$ cat config.mk
export PLATFORM = sky130hd
export DESIGN_NAME = traffic_crossing_controller_top
export DESIGN_NICKNAME = d
export VERILOG_FILES = /design/src/design/tcc_pkg.sv /design/src/design/tcc_step_logic.sv /design/src/design/traffic_crossing_controller_top.sv
export VERILOG_INCLUDE_DIRS = /design/src /design/src/design
export SDC_FILE = /design/constraint.sdc
export NUM_CORES = 1
export LEC_CHECK = 0
export BUFFER_PORTS_ARGS = -buffer_cell sky130_fd_sc_hd__buf_2
export CORE_ASPECT_RATIO = 1.2
export CORE_UTILIZATION = 50
export CTS_BUF_LIST = sky130_fd_sc_hd__clkbuf_8
export DETAILED_ROUTE_END_ITERATION = 8
export GPL_TIMING_DRIVEN = 0
export PLACE_DENSITY = 0.67
export SYNTH_ARGS = -nofsm -noshare
export SYNTH_HDL_FRONTEND = slang
export SYNTH_SLANG_ARGS = --single-unit
$ cat constraint.sdc
create_clock -name i_clk -period 7.25 [get_ports i_clk]
set_input_delay 0.3625 -clock i_clk [delete_from_list [all_inputs] [get_ports i_clk]]
set_output_delay 0.3625 -clock i_clk [all_outputs]
set_load 0.02 [all_outputs]
$ cat src/design/traffic_crossing_controller_top_assert.svh
// Assertion macros for the traffic crossing controller top level.
// Included by traffic_crossing_controller_top.sv; depends on nothing else.
`ifndef TRAFFIC_CROSSING_CONTROLLER_TOP_ASSERT_SVH
`define TRAFFIC_CROSSING_CONTROLLER_TOP_ASSERT_SVH

// Same-cycle implication, disabled while reset is low.
`define TCC_ASSERT_IMP(lbl, clk, rst_n, ante, cons, msg) \
    lbl: assert property (@(posedge clk) disable iff (!(rst_n)) (ante) |-> (cons)) \
        else $error(msg);

// Next-cycle implication, disabled while reset is low.
`define TCC_ASSERT_NXT(lbl, clk, rst_n, ante, cons, msg) \
    lbl: assert property (@(posedge clk) disable iff (!(rst_n)) (ante) |=> (cons)) \
        else $error(msg);

`endif

$ cat src/design/tcc_pkg.sv
// Shared types, codes and constants of the traffic crossing controller.
// Used by tcc_step_logic and traffic_crossing_controller_top; no dependencies.
`timescale 1ns / 1ps

package tcc_pkg;

    // Default width of the stored expiry time.
    localparam int TCC_TIME_BITS = 32;

    // Expiry value after reset and after every phase advance.
    localparam logic [15:0] EXPIRE_RESET = 16'hFFFF;

    // Lamp bit positions.
    localparam int LMP_Y_T = 0;
    localparam int LMP_Y_B = 1;
    localparam int LMP_Y_L = 2;
    localparam int LMP_Y_R = 3;
    localparam int LMP_G_T = 4;
    localparam int LMP_G_B = 5;
    localparam int LMP_G_L = 6;
    localparam int LMP_G_R = 7;
    localparam int LMP_R_T = 8;
    localparam int LMP_R_B = 9;
    localparam int LMP_R_L = 10;
    localparam int LMP_R_R = 11;
    localparam int LMP_W_T = 12;
    localparam int LMP_W_L = 13;
    localparam int LMP_S_T = 14;
    localparam int LMP_S_L = 15;

    // Operation of an input item.
    localparam logic OP_SAMPLE  = 1'b0;
    localparam logic OP_ADVANCE = 1'b1;

    // Configuration register indexes.
    typedef enum logic [2:0] {
        CFG_MODE      = 3'd0,
        CFG_PED_WAIT  = 3'd1,
        CFG_WALKING   = 3'd2,
        CFG_YELLOW    = 3'd3,
        CFG_GREEN     = 3'd4,
        CFG_RED_MAX   = 3'd5
    } t_cfg_idx;

    // Crossing modes; the fourth code selects no mode.
    typedef enum logic [1:0] {
        MODE_ONE_LANE_PED = 2'd0,
        MODE_TWO_LANE     = 2'd1,
        MODE_TWO_LANE_PED = 2'd2
    } t_mode;

    // Light phases, one-hot.
    typedef enum logic [5:0] {
        PH_H   = 6'b000001,
        PH_V   = 6'b000010,
        PH_VW  = 6'b000100,
        PH_HW  = 6'b001000,
        PH_TOH = 6'b010000,
        PH_TOV = 6'b100000
    } t_phase;

    // Phase codes as seen on the result.
    localparam logic [2:0] PHC_H   = 3'd0;
    localparam logic [2:0] PHC_V   = 3'd1;
    localparam logic [2:0] PHC_VW  = 3'd2;
    localparam logic [2:0] PHC_HW  = 3'd3;
    localparam logic [2:0] PHC_TOH = 3'd4;
    localparam logic [2:0] PHC_TOV = 3'd5;

    typedef struct packed {
        logic        op;
        logic        top_ped;
        logic        left_ped;
        logic        top_car;
        logic        bottom_car;
        logic        left_car;
        logic        right_car;
        logic [31:0] now_ms;
    } t_in_item;

    typedef struct packed {
        logic [15:0] lamps;
        logic        timer_request;
        logic [15:0] hold_ms;
        logic        top_waiting;
        logic        left_waiting;
        logic [2:0]  phase;
    } t_out_item;

    typedef struct packed {
        t_mode       mode;
        logic [15:0] ped_wait_ms;
        logic [15:0] walking_ms;
        logic [15:0] yellow_ms;
        logic [15:0] green_ms;
        logic [15:0] red_max_ms;
    } t_cfg;

    // Controller state apart from the expiry time.
    typedef struct packed {
        t_phase      cur_phase;
        t_phase      chosen_phase;
        logic        lamps_set;
        logic        hold_sent;
        logic [15:0] lamps;
        logic        req_flag;
        logic [15:0] hold_ms;
        logic        top_wait;
        logic        left_wait;
    } t_state;

    // Encode a one-hot phase into its result code.
    function automatic logic [2:0] tcc_phase_code(input t_phase ph);
        logic [2:0] code;
        case (ph)
            PH_H:    code = PHC_H;
            PH_V:    code = PHC_V;
            PH_VW:   code = PHC_VW;
            PH_HW:   code = PHC_HW;
            PH_TOH:  code = PHC_TOH;
            PH_TOV:  code = PHC_TOV;
            default: code = PHC_H;
        endcase
        return code;
    endfunction

endpackage

$ cat src/design/tcc_step_logic.sv
// Next-state logic of the crossing controller for one input item.
// Purely combinational; depends on tcc_pkg.
`timescale 1ns / 1ps

module tcc_step_logic
    import tcc_pkg::*;
#(
    parameter int TIME_BITS = TCC_TIME_BITS
) (
    input  t_state               i_state,
    input  logic [TIME_BITS-1:0] i_expire,
    input  t_cfg                 i_cfg,
    input  t_in_item             i_item,
    output t_state               o_state,
    output logic [TIME_BITS-1:0] o_expire
);

    logic                 tp;
    logic                 lp;
    logic                 car_v;
    logic                 car_h;
    logic [TIME_BITS-1:0] now_t;
    logic [TIME_BITS-1:0] now_p1;
    logic [TIME_BITS-1:0] now_red;
    logic [TIME_BITS-1:0] now_green;
    logic [TIME_BITS-1:0] now_pw;

    // Sensor decode and the candidate expiry times, wrapped at TIME_BITS.
    assign tp        = i_item.top_ped;
    assign lp        = i_item.left_ped;
    assign car_v     = i_item.top_car | i_item.bottom_car;
    assign car_h     = i_item.left_car | i_item.right_car;
    assign now_t     = TIME_BITS'(i_item.now_ms);
    assign now_p1    = now_t + TIME_BITS'(1);
    assign now_red   = now_t + TIME_BITS'(i_cfg.red_max_ms);
    assign now_green = now_t + TIME_BITS'(i_cfg.green_ms);
    assign now_pw    = now_t + TIME_BITS'(i_cfg.ped_wait_ms);

    // Car lamps of a car phase with the walk and stop lamps, yellow off.
    function automatic logic [15:0] car_lamps(input logic [15:0] l_in, input logic v,
                                              input logic walk_t, input logic walk_l);
        logic [15:0] l;
        l = l_in;
        if (v) begin
            l[LMP_G_B] = 1'b1; l[LMP_G_T] = 1'b1; l[LMP_R_L] = 1'b1; l[LMP_R_R] = 1'b1;
        end else begin
            l[LMP_G_L] = 1'b1; l[LMP_G_R] = 1'b1; l[LMP_R_T] = 1'b1; l[LMP_R_B] = 1'b1;
        end
        l[LMP_W_T] = walk_t;
        l[LMP_W_L] = walk_l;
        l[LMP_S_T] = ~walk_t;
        l[LMP_S_L] = ~walk_l;
        l[LMP_Y_T] = 1'b0; l[LMP_Y_B] = 1'b0; l[LMP_Y_L] = 1'b0; l[LMP_Y_R] = 1'b0;
        return l;
    endfunction

    // Evaluate one sample or advance against the current state.
    always_comb begin
        t_state               s;
        logic [TIME_BITS-1:0] ex;
        logic                 v;
        logic                 mark;
        logic                 own_ped;
        logic                 other_ped;
        logic                 other_wait;
        logic                 stay;

        s          = i_state;
        ex         = i_expire;
        v          = 1'b0;
        mark       = 1'b0;
        own_ped    = 1'b0;
        other_ped  = 1'b0;
        other_wait = 1'b0;
        stay       = 1'b0;

        if (i_item.op == OP_ADVANCE) begin
            s.cur_phase = i_state.chosen_phase;
            s.hold_sent = 1'b0;
            s.lamps_set = 1'b0;
            ex          = TIME_BITS'(EXPIRE_RESET);
        end else begin
            case (i_cfg.mode)
                // One lane with the top pedestrian crossing.
                MODE_ONE_LANE_PED: begin
                    case (i_state.cur_phase)
                        PH_H: begin
                            s.chosen_phase = PH_TOV;
                            if (!s.lamps_set) begin
                                s.lamps[LMP_Y_T] = 1'b0; s.lamps[LMP_Y_B] = 1'b0;
                                s.lamps[LMP_G_B] = 1'b1; s.lamps[LMP_G_T] = 1'b1;
                                s.lamps[LMP_R_T] = 1'b0; s.lamps[LMP_R_B] = 1'b0;
                                s.lamps[LMP_S_T] = 1'b1;
                                s.lamps_set = 1'b1;
                            end
                            if (tp && !s.hold_sent) begin
                                s.hold_ms   = i_cfg.ped_wait_ms;
                                s.req_flag  = 1'b1;
                                s.top_wait  = 1'b1;
                                s.hold_sent = 1'b1;
                            end
                        end
                        PH_VW: begin
                            s.chosen_phase = PH_TOH;
                            if (!s.lamps_set) begin
                                s.lamps[LMP_Y_T] = 1'b0; s.lamps[LMP_Y_B] = 1'b0;
                                s.lamps[LMP_W_T] = 1'b1; s.lamps[LMP_S_T] = 1'b0;
                                s.lamps[LMP_R_T] = 1'b1; s.lamps[LMP_R_B] = 1'b1;
                                s.lamps_set = 1'b1;
                            end
                            if (!s.hold_sent) begin
                                s.hold_ms   = i_cfg.walking_ms;
                                s.req_flag  = 1'b1;
                                s.hold_sent = 1'b1;
                            end
                        end
                        PH_TOH: begin
                            s.chosen_phase = PH_H;
                            if (!s.lamps_set) begin
                                s.lamps[LMP_W_T] = 1'b0; s.lamps[LMP_S_T] = 1'b1;
                                s.lamps[LMP_R_T] = 1'b0; s.lamps[LMP_R_B] = 1'b0;
                                s.lamps[LMP_Y_T] = 1'b1; s.lamps[LMP_Y_B] = 1'b1;
                                s.lamps_set = 1'b1;
                            end
                            if (!s.hold_sent) begin
                                s.hold_ms   = i_cfg.yellow_ms;
                                s.req_flag  = 1'b1;
                                s.hold_sent = 1'b1;
                            end
                        end
                        PH_TOV: begin
                            s.chosen_phase = PH_VW;
                            if (!s.lamps_set) begin
                                s.lamps[LMP_Y_T] = 1'b1; s.lamps[LMP_Y_B] = 1'b1;
                                s.lamps[LMP_G_B] = 1'b0; s.lamps[LMP_G_T] = 1'b0;
                                s.lamps_set = 1'b1;
                            end
                            if (!s.hold_sent) begin
                                s.hold_ms   = i_cfg.yellow_ms;
                                s.req_flag  = 1'b1;
                                s.hold_sent = 1'b1;
                            end
                        end
                        default: begin
                        end
                    endcase
                end

                // Two lanes, no pedestrians.
                MODE_TWO_LANE: begin
                    case (i_state.cur_phase) inside
                        PH_V, PH_H: begin
                            v = (i_state.cur_phase == PH_V);
                            s.chosen_phase = v ? PH_TOH : PH_TOV;
                            if (!s.lamps_set) begin
                                if (v) begin
                                    s.lamps[LMP_G_B] = 1'b1; s.lamps[LMP_G_T] = 1'b1;
                                end else begin
                                    s.lamps[LMP_G_R] = 1'b1; s.lamps[LMP_G_L] = 1'b1;
                                end
                                s.lamps[LMP_Y_T] = 1'b0; s.lamps[LMP_Y_B] = 1'b0;
                                s.lamps[LMP_Y_L] = 1'b0; s.lamps[LMP_Y_R] = 1'b0;
                                if (v) begin
                                    s.lamps[LMP_R_L] = 1'b1; s.lamps[LMP_R_R] = 1'b1;
                                end else begin
                                    s.lamps[LMP_R_T] = 1'b1; s.lamps[LMP_R_B] = 1'b1;
                                end
                                s.lamps_set = 1'b1;
                            end
                            // Cars wait only on the red road: switch soon.
                            if (v ? (car_h && !car_v) : (!car_h && car_v)) begin
                                s.hold_ms   = 16'd1;
                                s.req_flag  = 1'b1;
                                s.hold_sent = 1'b1;
                            end else if (car_h && car_v && !s.hold_sent) begin
                                s.hold_ms   = i_cfg.red_max_ms;
                                s.req_flag  = 1'b1;
                                s.hold_sent = 1'b1;
                            end else if (!car_h && !car_v && !s.hold_sent) begin
                                s.hold_ms   = i_cfg.green_ms;
                                s.req_flag  = 1'b1;
                                s.hold_sent = 1'b1;
                            end
                        end
                        PH_TOH, PH_TOV: begin
                            v = (i_state.cur_phase == PH_TOH);
                            s.chosen_phase = v ? PH_H : PH_V;
                            if (!s.lamps_set) begin
                                s.lamps[LMP_Y_T] = 1'b1; s.lamps[LMP_Y_B] = 1'b1;
                                s.lamps[LMP_Y_L] = 1'b1; s.lamps[LMP_Y_R] = 1'b1;
                                if (v) begin
                                    s.lamps[LMP_G_T] = 1'b0; s.lamps[LMP_G_B] = 1'b0;
                                    s.lamps[LMP_R_R] = 1'b0; s.lamps[LMP_R_L] = 1'b0;
                                end else begin
                                    s.lamps[LMP_G_R] = 1'b0; s.lamps[LMP_G_L] = 1'b0;
                                    s.lamps[LMP_R_T] = 1'b0; s.lamps[LMP_R_B] = 1'b0;
                                end
                                s.lamps_set = 1'b1;
                            end
                            if (!s.hold_sent) begin
                                s.hold_ms   = i_cfg.yellow_ms;
                                s.req_flag  = 1'b1;
                                s.hold_sent = 1'b1;
                            end
                        end
                        default: begin
                        end
                    endcase
                end

                // Two lanes with top and left pedestrian crossings.
                MODE_TWO_LANE_PED: begin
                    case (i_state.cur_phase) inside
                        PH_V, PH_H: begin
                            v         = (i_state.cur_phase == PH_V);
                            mark      = ~v;
                            own_ped   = v ? lp : tp;
                            other_ped = v ? tp : lp;
                            s.chosen_phase = v ? PH_TOH : PH_TOV;
                            if (!s.lamps_set) begin
                                s.lamps     = car_lamps(s.lamps, v, 1'b0, 1'b0);
                                s.lamps_set = 1'b1;
                            end
                            if (own_ped) begin
                                s.chosen_phase = v ? PH_VW : PH_HW;
                            end
                            if (own_ped || (v ? (car_h && !car_v) : (!car_h && car_v))) begin
                                s.hold_ms  = 16'd1;
                                s.req_flag = 1'b1;
                                ex         = now_p1;
                                if (mark) s.hold_sent = 1'b1;
                            end
                            // Shorten the pending hold only if it ends later.
                            if (car_h && car_v && (ex > now_red)) begin
                                s.hold_ms  = i_cfg.red_max_ms;
                                s.req_flag = 1'b1;
                                ex         = now_red;
                                if (mark) s.hold_sent = 1'b1;
                            end else if (!car_h && !car_v && (ex > now_green)) begin
                                s.hold_ms  = i_cfg.green_ms;
                                s.req_flag = 1'b1;
                                ex         = now_green;
                                if (mark) s.hold_sent = 1'b1;
                            end
                            if (other_ped) begin
                                if (v) s.top_wait = 1'b1;
                                else   s.left_wait = 1'b1;
                                s.hold_ms  = i_cfg.ped_wait_ms;
                                s.req_flag = 1'b1;
                                ex         = now_pw;
                                if (mark) s.hold_sent = 1'b1;
                            end
                        end
                        PH_VW, PH_HW: begin
                            v          = (i_state.cur_phase == PH_VW);
                            other_wait = v ? i_state.top_wait : i_state.left_wait;
                            stay       = v ? (car_v && !car_h) : (car_h && !car_v);
                            if (other_wait)  s.chosen_phase = v ? PH_TOH : PH_TOV;
                            else if (stay)   s.chosen_phase = v ? PH_V : PH_H;
                            else             s.chosen_phase = v ? PH_TOH : PH_TOV;
                            if (!s.lamps_set) begin
                                s.lamps = car_lamps(s.lamps, v, ~v, v);
                                if (v) s.left_wait = 1'b0;
                                else   s.top_wait = 1'b0;
                                s.lamps_set = 1'b1;
                            end
                            if (!s.hold_sent) begin
                                s.hold_ms   = i_cfg.walking_ms;
                                s.req_flag  = 1'b1;
                                s.hold_sent = 1'b1;
                            end
                            if (v ? tp : lp) begin
                                if (v) s.top_wait = 1'b1;
                                else   s.left_wait = 1'b1;
                            end
                        end
                        PH_TOH, PH_TOV: begin
                            if (!s.lamps_set) begin
                                s.lamps[LMP_G_L] = 1'b0; s.lamps[LMP_G_R] = 1'b0;
                                s.lamps[LMP_G_T] = 1'b0; s.lamps[LMP_G_B] = 1'b0;
                                s.lamps[LMP_R_T] = 1'b0; s.lamps[LMP_R_B] = 1'b0;
                                s.lamps[LMP_R_L] = 1'b0; s.lamps[LMP_R_R] = 1'b0;
                                s.lamps[LMP_W_T] = 1'b0; s.lamps[LMP_W_L] = 1'b0;
                                s.lamps[LMP_S_T] = 1'b1; s.lamps[LMP_S_L] = 1'b1;
                                s.lamps[LMP_Y_T] = 1'b1; s.lamps[LMP_Y_B] = 1'b1;
                                s.lamps[LMP_Y_L] = 1'b1; s.lamps[LMP_Y_R] = 1'b1;
                                s.lamps_set = 1'b1;
                            end
                            if (tp) s.top_wait = 1'b1;
                            if (lp) s.left_wait = 1'b1;
                            if (i_state.cur_phase == PH_TOH) begin
                                s.chosen_phase = s.top_wait ? PH_HW : PH_H;
                            end else begin
                                s.chosen_phase = s.left_wait ? PH_VW : PH_V;
                            end
                            if (!s.hold_sent) begin
                                s.hold_ms   = i_cfg.yellow_ms;
                                s.req_flag  = 1'b1;
                                s.hold_sent = 1'b1;
                            end
                        end
                        default: begin
                        end
                    endcase
                end

                // The unused mode code leaves everything as it is.
                default: begin
                end
            endcase
        end

        o_state  = s;
        o_expire = ex;
    end

endmodule

$ cat src/design/traffic_crossing_controller_top.sv
// Traffic crossing controller: input register, state, result register.
// Depends on tcc_pkg, tcc_step_logic and traffic_crossing_controller_top_assert.svh.
//
// Usage:
//   Input channel (i_in_valid / o_in_ready / i_in_data) carries sensor samples
//   and advance events. Result channel (o_out_valid / i_out_ready / o_out_data)
//   returns one result per item: lamps, timer request, hold time, pedestrian
//   waiting flags and the current phase, all as they stand after that item.
//   Configuration channel (i_cfg_valid / o_cfg_ready / i_cfg_index / i_cfg_data)
//   is always ready; write it only while the block is idle.
// Timing:
//   An item transfer lands in the input register; it is evaluated there and
//   loads the result register once that register is empty or being read, and
//   o_out_valid rises when the result register is loaded. One item per cycle is
//   sustained while results are taken, set by the combinational state update
//   between the input and result registers.
// Reset (synchronous, active low): phase H, no lamps lit, no request, flags
//   clear, expiry time 65535, registers 0, both pipeline stages empty.
// Stall: while the result is not taken, the item in the input register waits
//   and o_in_ready drops once both stages are full; nothing is lost.
`timescale 1ns / 1ps

module traffic_crossing_controller_top
    import tcc_pkg::*;
#(
    parameter int TIME_BITS = TCC_TIME_BITS
) (
    input  logic      i_clk,
    input  logic      i_rst_n,
    input  logic      i_in_valid,
    output logic      o_in_ready,
    input  t_in_item  i_in_data,
    output logic      o_out_valid,
    input  logic      i_out_ready,
    output t_out_item o_out_data,
    input  logic      i_cfg_valid,
    output logic      o_cfg_ready,
    input  logic [2:0]  i_cfg_index,
    input  logic [15:0] i_cfg_data
);

    t_cfg                 r_cfg;
    t_state               r_state;
    t_state               n_state;
    logic [TIME_BITS-1:0] r_expire;
    logic [TIME_BITS-1:0] n_expire;
    logic                 r_in_valid;
    t_in_item             r_in_item;
    logic                 r_out_valid;
    t_out_item            r_out_item;
    logic                 proc;

    // The input register item is evaluated when the result register can take it.
    assign proc        = r_in_valid & (~r_out_valid | i_out_ready);
    assign o_in_ready  = ~r_in_valid | proc;
    assign o_cfg_ready = 1'b1;
    assign o_out_valid = r_out_valid;
    assign o_out_data  = r_out_item;

    // Configuration registers.
    always_ff @(posedge i_clk) begin
        if (!i_rst_n) begin
            r_cfg <= '0;
        end else if (i_cfg_valid) begin
            case (t_cfg_idx'(i_cfg_index))
                CFG_MODE:     r_cfg.mode        <= t_mode'(i_cfg_data[1:0]);
                CFG_PED_WAIT: r_cfg.ped_wait_ms <= i_cfg_data;
                CFG_WALKING:  r_cfg.walking_ms  <= i_cfg_data;
                CFG_YELLOW:   r_cfg.yellow_ms   <= i_cfg_data;
                CFG_GREEN:    r_cfg.green_ms    <= i_cfg_data;
                CFG_RED_MAX:  r_cfg.red_max_ms  <= i_cfg_data;
                default: begin
                end
            endcase
        end
    end

    // Input register.
    always_ff @(posedge i_clk) begin
        if (!i_rst_n) begin
            r_in_valid <= 1'b0;
        end else if (o_in_ready) begin
            r_in_valid <= i_in_valid;
        end
    end

    always_ff @(posedge i_clk) begin
        if (i_in_valid && o_in_ready) begin
            r_in_item <= i_in_data;
        end
    end

    // Decision logic for the item in the input register.
    tcc_step_logic #(
        .TIME_BITS (TIME_BITS)
    ) u_step (
        .i_state  (r_state),
        .i_expire (r_expire),
        .i_cfg    (r_cfg),
        .i_item   (r_in_item),
        .o_state  (n_state),
        .o_expire (n_expire)
    );

    // Controller state.
    always_ff @(posedge i_clk) begin
        if (!i_rst_n) begin
            r_state.cur_phase    <= PH_H;
            r_state.chosen_phase <= PH_H;
            r_state.lamps_set    <= 1'b0;
            r_state.hold_sent    <= 1'b0;
            r_state.lamps        <= '0;
            r_state.req_flag     <= 1'b0;
            r_state.hold_ms      <= '0;
            r_state.top_wait     <= 1'b0;
            r_state.left_wait    <= 1'b0;
            r_expire             <= TIME_BITS'(EXPIRE_RESET);
        end else if (proc) begin
            r_state  <= n_state;
            r_expire <= n_expire;
        end
    end

    // Result register.
    always_ff @(posedge i_clk) begin
        if (!i_rst_n) begin
            r_out_valid <= 1'b0;
        end else if (proc) begin
            r_out_valid <= 1'b1;
        end else if (i_out_ready) begin
            r_out_valid <= 1'b0;
        end
    end

    always_ff @(posedge i_clk) begin
        if (proc) begin
            r_out_item.lamps         <= n_state.lamps;
            r_out_item.timer_request <= n_state.req_flag;
            r_out_item.hold_ms       <= n_state.hold_ms;
            r_out_item.top_waiting   <= n_state.top_wait;
            r_out_item.left_waiting  <= n_state.left_wait;
            r_out_item.phase         <= tcc_phase_code(n_state.cur_phase);
        end
    end

    // Checks on the pipeline and on the latched request.
    `include "traffic_crossing_controller_top_assert.svh"

    `TCC_ASSERT_IMP(a_stall_only_when_full, i_clk, i_rst_n, !o_in_ready,
        r_in_valid && r_out_valid && !i_out_ready, "input stalled with a free stage")
    `TCC_ASSERT_NXT(a_request_sticks, i_clk, i_rst_n, r_state.req_flag,
        r_state.req_flag, "timer request dropped after being raised")
    `TCC_ASSERT_NXT(a_advance_clears, i_clk, i_rst_n,
        proc && (r_in_item.op == OP_ADVANCE),
        !r_state.lamps_set && !r_state.hold_sent && r_out_valid,
        "advance did not restart the phase")

endmodule

==> summary.txt <==
Post-synth EDFFs - 77
routed wire length - 84.0 mm
Worst Hold Class - in2reg
Final Wtd Congestion - 1.04
Port-buffer cells - 101
simple-gate share of the synthesized area - 21.5%
status - complete, but fails checks
RSZ-0062 raised after global routing - false
Distinct cells, synth - 100
worst setup margin - -0.0815 ns
Compound-Gate Fraction of Synth Area - 29.5%
M1 WL - 29.1 mm
Post-Synth XOR/XNOR Area - 4.57%
setup violators final - 4
Die Span X - 178 um
vias in the first global route - 19600
most common cell after layout, fill and taps aside - nand2_1
initial drt markers - 2220
r2r worst-path depth - 18
first-pass GRT wire length - 122 mm
clock sink count - 242
Peak VDD IR - 0.168 mV
Worst setup SP type - flip-flop
CTS clock-pin slew for the worst setup and hold paths - 0.06 ns
fin. max-slew vios - 0
PD cells - 169 mW/mm2
met2 WL - 39.1 mm
CTS Buf Count - 43
CORE AREA - 0.0367 mm2
IO Pins - 104
largest net degree at the start of global routing - 33
Req. time, crit path - 7.72 ns
Clock Skew - 0.0428 ns
met3 WL - 7.55 mm
clock latency on the worst-skew pair - 0.66 ns
total die area - 0.0379 mm2
CTS root buf - clkbuf_8
vias - 20500
final std cells w/o fill - 3041
worst hold path startpoint - i_cfg_data[12]
Post-synth ARST share - 0%
wire per inst - 27.6 um
actual slew at the worst max-slew pin - 1.31 ns
DP HPWL - 64.0 mm
first drt pass iteration count - 8
H-Tree Depth - 2
crit end category - flip-flop
fin util - 57.1%
hold depth - 3
Final Critical Period - 7.33 ns
row count - 77
initial antenna violation count - 1
Yosys warnings - 0
DRC violation count after routing - 0
Max-slew headroom - 12.3%
#FFs+latches synth - 242
global route overflow - 0
Mapped Area - 0.0186 mm2
DR vias/cell - 6.75
Adder-Cell Fraction of Synth Area - 8.20%
Max Cap Viol - 0
Total Routing Usage GR - 44.1%
final period utilization - 101%
fmax - 136 MHz
Design Power - 3540 uW
DIE HEIGHT - 213 um
RR Endpoint - r_state[35]
Post-Syn Nets - 2529
TritonCTS clock tree - yes
worst r2r src - r_in_item[10]
reg2reg setup slack - -0.08 ns
number of fill cells - 3483
CP Data Arrival Time - 7.81 ns
commonest cells after routing, fill and taps aside - nand2_1, a21oi_1, nor2_1
Max clock buf depth - 3
failing checks - setup timing
post-route ant nets - 0
nets@finish - 2720
largest family of logic cells by synthesized area - compound AO/OA/AOI/OAI gates
layout cell share with drive strength beyond 1 - 10.6%
WHS - 0.0323 ns
kind of critical path - reg2reg
final hold violations - 0
Hold Path End - r_cfg[12]
mux contribution to synthesized area - 1.80%
maximum fanout along the worst path - 10
cells after synthesis - 2346
placed cells - 2924
most used flip-flop cell after synthesis - dfxtp_1
Avg Cell Area, Syn - 7.92 um2
top sig layer - met4
Starting Density - 50.6%
register area share after synthesis - 30.2%
P&R area growth vs syn - 12.9%
Leakage - 0.00777 uW
cells by family after synthesis:
family / Yosys count
compound gates: 824
flops: 242
other cells: 1
fa+ha+maj: 120
mux: 33
simple gates: 844
xor+xnor: 97
buf+inv: 185
worst max-delay path, stage by stage, from the launching register on:
cell	delay, ns
edfxtp_1	0.58
ha_1	0.49
o21ai_0	0.14
a21oi_1	0.19
o311ai_1	0.24
nor3_1	1.08
nor2_1	0.33
xor2_1	0.25
ha_1	0.32
a211oi_1	0.23
o21a_1	0.20
o211ai_1	0.12
a221o_1	0.44
o21ai_1	0.71
buf_2	0.44
buf_1	0.77
nand2_1	0.17
nor3_1	0.34
nor4_1	0.10
per-layer routing:
layer,vias up,GRT usage [%]
met5,-,0
met4,0,37.9
met3,455,9.06
met2,1244,73.3
met1,9652,47.8
li1,9176,-
area by class of cell:
type	count	area, um2	share of cell area [%]
inverters	34	128	0.609
multi-input cells	1919	12200	58.2
flip-flops and latches	242	5620	26.8
plain buffers	151	657	3.13
repair buffers	146	976	4.65
well taps	474	593	2.83
clock buffers	48	661	3.15
clock inverters	26	124	0.591
diodes	1	2.50	0.0119
worst max path at each step:
| stage | from | endpoint | cells past startpoint |
|---|---|---|---|
| after floorplan | r_in_item[4] | o_out_data[21] | 15 |
| after global placement | r_in_item[2] | o_out_data[20] | 19 |
| after detailed placement | r_in_item[4] | o_out_data[20] | 19 |
| after CTS | r_in_item[4] | o_out_data[5] | 17 |
| after global routing | r_in_item[10] | o_out_data[19] | 19 |
| final | r_in_item[10] | r_state[35] | 18 |
cell usage after synthesis, types with 10 or more instances:
| cell type | count | area, um2 |
|---|---|---|
| o31a_1 | 10 | 87.6 |
| a22o_1 | 14 | 123 |
| a211oi_1 | 20 | 150 |
| a22oi_1 | 12 | 90.1 |
| a221oi_1 | 20 | 175 |
| o211ai_1 | 34 | 255 |
| a311oi_1 | 14 | 123 |
| nor2_1 | 208 | 781 |
| and2_1 | 14 | 87.6 |
| a21oi_1 | 271 | 1360 |
| o221ai_1 | 11 | 96.3 |
| nand2_1 | 319 | 1200 |
| inv_1 | 31 | 116 |
| and3_1 | 19 | 119 |
| o22ai_1 | 31 | 194 |
| a221o_1 | 18 | 180 |
| edfxtp_1 | 77 | 2310 |
| nor3b_1 | 13 | 97.6 |
| and4_1 | 10 | 87.6 |
| o21a_1 | 26 | 195 |
| buf_2 | 27 | 135 |
| dfxtp_1 | 165 | 3300 |
| a31oi_1 | 22 | 138 |
| o31ai_1 | 18 | 135 |
| o21ai_0 | 132 | 661 |
| nand3_1 | 59 | 295 |
| xor2_1 | 33 | 289 |
| clkbuf_1 | 104 | 390 |
| xnor2_1 | 64 | 561 |
| a211o_1 | 19 | 166 |
| mux2i_1 | 29 | 290 |
| nor2b_1 | 20 | 125 |
| nand4_1 | 33 | 206 |
| a21o_1 | 37 | 278 |
| o22a_1 | 11 | 96.3 |
| nand2b_1 | 15 | 93.8 |
| nor4_1 | 16 | 100 |
| ha_1 | 117 | 1460 |
| or2_2 | 10 | 62.6 |
| nor3_1 | 61 | 305 |
flip-flops by register name (all words and copies together), names as in the netlist:
name / count
o_out_data: 38
r_state: 49
r_cfg: 82
r_in_valid: 1
r_expire: 32
r_in_item: 39
o_out_valid: 1
stage by stage:
stage | TNS, ns | setup slack [ns] | cell area [um2]
after floorplan | 0 | 2.55 | 18600
after global placement | -5.93 | -0.329 | 19700
after detailed placement | -4.63 | -0.341 | 19700
after CTS | 0 | 0.108 | 20900
final | -0.205 | -0.0815 | 21000
after global routing | 0 | 0.0771 | 21000
report_power, final:
part / switching [uW] / internal (uW) / total [uW] / leakage (uW)
Sequential: 55.6 / 1450 / 1500 / 0.00208
Combinational: 532 / 261 / 793 / 0.00524
Clock: 641 / 606 / 1250 / 0.000450
what timing repair did:
action | CTS | global route
pin swaps | 1 | 0
setup endpoints to repair | 43 | 38
gates resized for setup | 2 | 5
setup buffers | 2 | 0
endpoints found under the hold margin | 40 | 0
hold buffers | 40 | 0
Power figures use the tool's default switching activity.
